## src/rtl/gsa_pkg.sv

```systemverilog
// ---------------------------------------------------------------------------
// gsa_pkg: shared types and constants of the generational slot allocator
// Command and status codes, register indexes, controller/datapath
// handshake structs, FSM state type and the generation LFSR step.
// ---------------------------------------------------------------------------
package gsa_pkg;

   localparam int CMD_W     = 3;
   localparam int IDX_W     = 10;
   localparam int GEN_W     = 32;
   localparam int STATUS_W  = 2;
   localparam int CSR_IDX_W = 1;
   localparam int CSR_DAT_W = 32;
   localparam int ALLOWED_W = 5;

   // commands
   localparam logic [CMD_W-1:0] CMD_ALLOC   = 3'd0;
   localparam logic [CMD_W-1:0] CMD_FREE    = 3'd1;
   localparam logic [CMD_W-1:0] CMD_LOOKUP  = 3'd2;
   localparam logic [CMD_W-1:0] CMD_REVERSE = 3'd3;
   localparam logic [CMD_W-1:0] CMD_CLEAR   = 3'd4;

   // result status
   localparam logic [STATUS_W-1:0] STATUS_OK       = 2'd0;
   localparam logic [STATUS_W-1:0] STATUS_FULL     = 2'd1;
   localparam logic [STATUS_W-1:0] STATUS_STALE    = 2'd2;
   localparam logic [STATUS_W-1:0] STATUS_DISABLED = 2'd3;

   // register indexes
   localparam logic [CSR_IDX_W-1:0] CSR_SEED    = 1'd0;
   localparam logic [CSR_IDX_W-1:0] CSR_ALLOWED = 1'd1;

   localparam logic [ALLOWED_W-1:0] ALLOWED_RESET = 5'd16;
   localparam logic [GEN_W-1:0]     SEED_RESET    = 32'd1;

   // x^32 + x^22 + x^2 + x + 1, Galois form, right shift
   localparam logic [GEN_W-1:0] LFSR_TAPS = 32'h8020_0003;

   typedef enum logic [1:0] {
      ST_IDLE,
      ST_LOOKUP,
      ST_EXPAND,
      ST_EXEC
   } state_type;

   typedef struct packed {
      logic capture;   // latch the request fields
      logic read;      // read link/generation memories
      logic expand;    // initialize one slot of the next block
      logic exec;      // finish the command and load the response
   } dp_cmd_type;

   typedef struct packed {
      logic cmd_known;
      logic need_expand;
      logic expand_last;
   } dp_status_type;

   function automatic logic [GEN_W-1:0] lfsr_step(input logic [GEN_W-1:0] v);
      logic [GEN_W-1:0] s;
      s = {1'b0, v[GEN_W-1:1]};
      if (v[0]) begin
         s = s ^ LFSR_TAPS;
      end
      return s;
   endfunction

endpackage

```

## src/rtl/gsa_ctrl.sv

```systemverilog
// ---------------------------------------------------------------------------
// gsa_ctrl: command sequencer of the slot allocator
// Walks each transaction through lookup, optional block expansion and
// execution, and drives the datapath by command strobes.
// ---------------------------------------------------------------------------
module gsa_ctrl (
   input  logic                   clock,
   input  logic                   reset,
   input  logic                   start,
   input  gsa_pkg::dp_status_type dp_status,
   output gsa_pkg::dp_cmd_type    dp_cmd,
   output logic                   busy
);

   gsa_pkg::state_type state_ff;
   gsa_pkg::state_type state_in;

   always_ff @(posedge clock) begin
      if (reset) begin
         state_ff <= gsa_pkg::ST_IDLE;
      end else begin
         state_ff <= state_in;
      end
   end

   always_comb begin
      state_in = state_ff;
      dp_cmd   = '0;
      unique case (state_ff)
         gsa_pkg::ST_IDLE: begin
            if (start) begin
               dp_cmd.capture = 1'b1;
               state_in       = gsa_pkg::ST_LOOKUP;
            end
         end
         gsa_pkg::ST_LOOKUP: begin
            if (!dp_status.cmd_known) begin
               state_in = gsa_pkg::ST_IDLE;
            end else if (dp_status.need_expand) begin
               state_in = gsa_pkg::ST_EXPAND;
            end else begin
               dp_cmd.read = 1'b1;
               state_in    = gsa_pkg::ST_EXEC;
            end
         end
         gsa_pkg::ST_EXPAND: begin
            dp_cmd.expand = 1'b1;
            // back to lookup so the fresh head gets read
            if (dp_status.expand_last) begin
               state_in = gsa_pkg::ST_LOOKUP;
            end
         end
         gsa_pkg::ST_EXEC: begin
            dp_cmd.exec = 1'b1;
            state_in    = gsa_pkg::ST_IDLE;
         end
         default: begin
            state_in = gsa_pkg::ST_IDLE;
         end
      endcase
   end

   assign busy = (state_ff != gsa_pkg::ST_IDLE);

endmodule

```

## config.mk

```make
export PLATFORM = sky130hd
export DESIGN_NAME = gsa_ctrl
export DESIGN_NICKNAME = d
export VERILOG_FILES = /design/src/rtl/gsa_pkg.sv /design/src/rtl/gsa_ctrl.sv
export SDC_FILE = /design/constraint.sdc
export NUM_CORES = 1
export LEC_CHECK = 0
export BUFFER_PORTS_ARGS = -buffer_cell sky130_fd_sc_hd__clkbuf_2
export CAP_MARGIN = 0
export CORE_AREA = 2 2 39 41
export CTS_CLUSTER_DIAMETER = 150
export CTS_CLUSTER_SIZE = 24
export DETAILED_ROUTE_END_ITERATION = 8
export DIE_AREA = 0 0 41 43
export SYNTH_ARGS = -nofsm -noshare
export SYNTH_HDL_FRONTEND = slang
export SYNTH_SLANG_ARGS = --single-unit
export TNS_END_PERCENT = 50
```

## constraint.sdc

```tcl
create_clock -name clock -period 2.5 [get_ports clock]
set_input_delay 0.25 -clock clock [delete_from_list [all_inputs] [get_ports clock]]
set_output_delay 0.25 -clock clock [all_outputs]
set_load 0.05 [all_outputs]
```

==> summary.md, run 1 <==
| Metric | Value |
|---|---|
| Peak VDD IR | `just under 0.00008 V` |
| Syn_area_per_cell | `8.59 µm²` |
| Cell Chain, Critical Path | `or2_1 -> nor2_1 -> clkbuf_2` |
| GRT Util Overall | `4.90%` |
| Post-route ant nets | `0` |
| Die Span Y | `approximately 43 µm` |
| Yosys warns | `0` |
| Gpl congestion | `around 0.57` |
| Root buffer cell | `clkbuf_4` |
| Yosys cell types | `12` |
| Max Freq | `695 MHz` |
| Fraction of layout cells with a size suffix above 1 | `roughly 54%` |
| Sw Ratio | `30.6%` |
| Synthesis-to-finish area growth | `71.8%` |
| Detailed placement HPWL | `around 260 µm` |
| Chip width | `41 µm` |
| Top reg by flops | `state_ff` |
| Clock Latency Late Sink | `between 0.2 and 0.25 ns` |
| Post-CTS Setup Bufs | `0` |
| Starting Density | `approximately a tenth` |
| Sink Count | `2` |
| Critical path startpoint category | `flip-flop` |
| TNS Setup | `0 ns` |
| Worst endpoint required time | `roughly 2.3 ns` |
| Layout Nets | `36` |
| Commonest non-fill, non-tap cell in the layout | `clkbuf_2` |
| Top cells by area, synth | `dfxtp_1, and4bb_1, mux2_2` |
| Vias | `148` |
| Max-slew violations | `0` |
| Max FFs per register | `2` |
| Final period util | `approximately 58%` |
| Crit path max-delay cell type | `dfxtp_1` |
| Port buffer count | `10` |
| Crit-path max FO | `7` |
| Gr ovfl total | `0` |
| Initial DRT Pass Iterations | `1` |
| I/O Pins | `11` |
| FF+latch count, synth | `2` |
| Crit path largest cell delay | `~0.35 ns` |
| Slew @ Worst Pin | `approximately 0.28 ns` |
| Logic pwr share | `24.4%` |
| Status | `finished clean` |
| Core Rows | `14` |
| Pwr Density | `about 640 nW/µm²` |
| CORE AREA | `1380 µm²` |
| Psw | `0.0000434 W` |
| Avg WL per Cell | `~7.3 µm` |
| Routed vias/inst | `approximately 3.4` |
| First-pass GRT wire length | `between 500 and 600 µm` |
| Vias in the first global route | `between 100 and 150` |
| Hold WC Path Type | `in2reg` |
| Post-CTS sizing | `0` |
| ANT cells | `0` |
| Worst Skew | `0.00524 ns` |
| Part of the power in registers | `between 20% and 30%` |
| Critical path class | `reg2out` |
| Final hold violations | `0` |
| Area leader, netlist | `dfxtp_1` |
| Filler cells | `about 170` |
| CTS tree | `yes` |
| Cts hold-fix bufs | `0` |
| Max-slew headroom | `approximately four fifths` |
| Leak | `between 0.1 and 0.15 nW` |
| Drc violations | `0` |
| CP endpoint kind | `primary output` |
| Clock power share | `between 40% and 50%` |
| Most frequent cells in the layout | `clkbuf_2, clkbuf_4, inv_1, nor2_1, dfxtp_1` |
| H-Tree Depth | `1` |
| Clock-pin slew on the worst setup and hold paths | `approximately 0.03 ns` |
| Initial antenna violation count | `0` |
| Finished Core Util | `approximately 16%` |
| CTS Buf Count | `3` |
| Fin crit period | `1.44 ns` |
| Syn Nets | `21` |
| Data arrival, critical path | `roughly 1.2 ns` |
| Largest net degree at the start of global routing | `8` |
| Max clock buf depth | `2` |
| Internal power | `just under 0.0001 W` |
| Initial DRC count | `0` |
| Drt total wl | `between 300 and 400 µm` |
| Seq/Total Area, Yosys | `around 31%` |
| Unrepaired setup endpoints after global routing | `no` |
| Max-cap check violation count | `0` |
| Die area | `between 1500 and 2000 µm²` |
| Top flop regs | `state_ff: 2 flops` |
| Final-report setup violation count | `0` |
| Top-area cell type share of the netlist area | `~31%` |
| Synth Instances | `15` |
| Mapped Area | `approximately 130 µm²` |
-- cells by family (layout without fill, tap and decap cells) --
group                  after synthesis  in the layout  synth area share [%]
AO/OA/AOI/OAI                        2              2                  10.7
multiplexers                         1              1                  8.74
flip-flops                           2              2                  31.1
buffers and inverters                2             15                  5.83
AND/OR/NAND/NOR                      8              8                  43.7
-- area by class of cell --
type / instances / area, µm² / share of cell area [%]
clock buffers: 3 / 22.5 / 10.2
multi-input cells: 11 / 81.3 / 36.7
well taps: 16 / 20.0 / 9.04
flip-flops and latches: 2 / 40.0 / 18.1
inverters: 2 / 7.51 / 3.39
repair buffers: 10 / 50.0 / 22.6
-- per-layer routing --
metal	global-route usage [%]	routed length [µm]
met1	4.14	99
met2	7.50	212
met3	0	9
met4	8.00	0
met5	0	0
-- synthesized netlist by cell type, drive strengths merged --
| master | count |
|---|---|
| a21oi | 1 |
| nor2 | 2 |
| or2 | 1 |
| dfxtp | 2 |
| inv | 2 |
| and2 | 1 |
| nor2b | 1 |
| nand3b | 1 |
| mux2 | 1 |
| a22o | 1 |
| and4bb | 1 |
| or3b | 1 |
-- path summary, 6_finish.rpt --
path | from | endpoint | slack, ns | cells after the start
worst min register to register | state_ff[0] | state_ff[1] | 0.54 | 2
worst max register to register | state_ff[1] | state_ff[0] | 1.44 | 2
worst min-delay path | reset | state_ff[1] | 0.22 | 2
worst max-delay path | state_ff[0] | dp_cmd[3] | 1.06 | 3
-- worst max-delay path: cells and delay by family, from the launching register on --
family | cells | cell delay [ns]
buf+inv | 1 | 0.28
flops | 1 | 0.35
simple gates | 2 | 0.35
-- power by group through the flow --
stage                     Sequential (W)  Clock [W]  Combinational, W
after floorplan                0.0000367          0         0.0000253
after global placement         0.0000380          0         0.0000347
after detailed placement       0.0000380          0         0.0000351
after CTS                      0.0000376  0.0000733         0.0000351
final                          0.0000375  0.0000698         0.0000346
after global routing           0.0000382  0.0000761         0.0000374
-- metrics by stage --
step,hold WS (ns),instances,total power [W],cell area [µm²],worst slack (ns)
3_5_place_dp,0.449,41,0.0000731,199,1.27
2_1_floorplan,0.319,15,0.0000621,129,0.767
4_1_cts,0.212,44,0.000146,221,1.03
6_report,0.217,44,0.000142,221,1.06
5_1_grt,0.215,44,0.000152,221,0.947
3_3_place_gp,0.445,41,0.0000727,199,1.28
Note: power is estimated with default switching activity, not from simulation.
==> run 2: changes to the inputs <==
==> constraint.sdc (replaced) <==
create_clock -name clock -period 1.4 [get_ports clock]
set_input_delay 0.14 -clock clock [delete_from_list [all_inputs] [get_ports clock]]
set_output_delay 0.14 -clock clock [all_outputs]
set_load 0.05 [all_outputs]
==> run 2 against run 1 <==
Against the previous run: global-route usage shrank 0.60 points; non-clock buffer count is the same; routed wire length grew 4.7%; worst setup slack lost 0.98 ns; via count grew 4.7%; sequential share of layout area shrank 0.20 points; critical path type unchanged; critical endpoint unchanged; largest power group unchanged.
==> summary.md, run 2 (synthesized netlist as in run 1, its figures left out) <==
| Metric | Value |
|---|---|
| Status | `finished clean` |
| Max-slew headroom | `roughly four fifths` |
| Hold WC Path Type | `in2reg` |
| Vias in the first global route | `134` |
| Gr ovfl total | `0` |
| Clock power share | `between 50% and 60%` |
| Avg WL per Cell | `about 7.6 µm` |
| Leak | `around 0.12 nW` |
| GRT Util Overall | `about 4.3%` |
| Synthesis-to-finish area growth | `73.8%` |
| Largest net degree at the start of global routing | `8` |
| Chip width | `41 µm` |
| Die Span Y | `43 µm` |
| CP endpoint kind | `primary output` |
| ANT cells | `0` |
| Top reg by flops | `state_ff` |
| Commonest non-fill, non-tap cell in the layout | `clkbuf_2` |
| Sink Count | `2` |
| Max Freq | `758 MHz` |
| Unrepaired setup endpoints after global routing | `no` |
| Port buffer count | `10` |
| Worst endpoint required time | `roughly 1.3 ns` |
| Final period util | `94.2%` |
| Critical path startpoint category | `flip-flop` |
| First-pass GRT wire length | `496 µm` |
| Drt total wl | `336 µm` |
| Slew @ Worst Pin | `around 0.28 ns` |
| TNS Setup | `0 ns` |
| H-Tree Depth | `1` |
| Routed vias/inst | `3.52` |
| Die area | `1760 µm²` |
| Drc violations | `0` |
| Starting Density | `roughly a tenth` |
| Part of the power in registers | `25.3%` |
| Worst Skew | `roughly 0.0010 ns` |
| Data arrival, critical path | `about 1.2 ns` |
| Sw Ratio | `between 30% and 40%` |
| Critical path class | `reg2out` |
| Root buffer cell | `clkbuf_4` |
| Max-slew violations | `0` |
| Final-report setup violation count | `0` |
| Clock-pin slew on the worst setup and hold paths | `approximately 0.03 ns` |
| Internal power | `approximately 0.00018 W` |
| Cts hold-fix bufs | `0` |
| Max-cap check violation count | `0` |
| Gpl congestion | `about 0.60` |
| Clock Latency Late Sink | `between 0.2 and 0.25 ns` |
| Post-CTS sizing | `0` |
| Most frequent cells in the layout | `clkbuf_2, clkbuf_4, inv_1, dfxtp_1` |
| Vias | `roughly 160` |
| Filler cells | `around 170` |
| CORE AREA | `1380 µm²` |
| Post-CTS Setup Bufs | `0` |
| Crit-path max FO | `7` |
| Layout Nets | `36` |
| Pwr Density | `roughly 1200 nW/µm²` |
| Max clock buf depth | `2` |
| Peak VDD IR | `~0.0003 V` |
| CTS tree | `yes` |
| Final hold violations | `0` |
| I/O Pins | `11` |
| CTS Buf Count | `3` |
| Fin crit period | `1.32 ns` |
| Multi-input gate area | `83.8 µm²` |
| Fraction of layout cells with a size suffix above 1 | `about 57%` |
| Logic pwr share | `approximately 24%` |
| Max FFs per register | `2` |
| Post-route ant nets | `0` |
| Initial DRT Pass Iterations | `4` |
| Core Rows | `14` |
| Top flop regs | `state_ff: 2 flops` |
| FF/Latch Area | `40.0 µm²` |
| Psw | `about 0.000085 W` |
| Initial antenna violation count | `0` |
| Initial DRC count | `3` |
| Finished Core Util | `between 10% and 20%` |
-- run 2: cell counts in the layout (fill, tap and decap cells not counted) --
Identical to the previous run, type by type.
-- run 2: worst paths after layout --
| check | to | slack, ns | depth (start not counted) | startpoint |
|---|---|---|---|---|
| setup reg to reg | state_ff[0] | 0.37 | 2 | state_ff[1] |
| setup / recovery | dp_cmd[3] | 0.08 | 3 | state_ff[0] |
| hold reg to reg | state_ff[1] | 0.54 | 2 | state_ff[0] |
| hold / removal | state_ff[1] | 0.10 | 2 | reset |
-- run 2: worst max-delay path: stages, from the launching register on --
cell and delay [ns]:
dfxtp_1 0.34, or2_1 0.26, nor2_2 0.08, clkbuf_2 0.27
-- run 2: layer usage --
layer  up-vias  track usage (%)  part of all wire, %
met3         0             3.14                  7.4
li1         78                -                    -
met2         8             7.19                   55
met5         -                0                    0
met1        69             3.50                   37
met4         0             2.00                    0
-- run 2: final cells by class --
class | count | share of cell area (%)
repair buffers | 10 | 22.3
multi-input cells | 11 | 37.4
flip-flops and latches | 2 | 17.9
well taps | 16 | 8.94
inverters | 2 | 3.35
clock buffers | 3 | 10.1
-- run 2: stage by stage --
step	instances	hold WS (ns)	setup WS (ns)	total power [W]	cell area [µm²]
2_1_floorplan	15	0.209	0.00250	0.000112	131
3_3_place_gp	41	0.341	0.319	0.000131	201
3_5_place_dp	41	0.335	0.307	0.000131	201
4_1_cts	44	0.0977	0.0671	0.000268	224
5_1_grt	44	0.108	0.0344	0.000276	224
6_report	44	0.102	0.0815	0.000262	224
-- run 2: power groups by stage --
stage / clock network (W) / registers (W) / logic, W
2_1_floorplan: 0 / 0.0000656 / 0.0000465
3_3_place_gp: 0 / 0.0000665 / 0.0000642
3_5_place_dp: 0 / 0.0000672 / 0.0000640
4_1_cts: 0.000138 / 0.0000662 / 0.0000638
5_1_grt: 0.000142 / 0.0000670 / 0.0000671
6_report: 0.000133 / 0.0000662 / 0.0000631
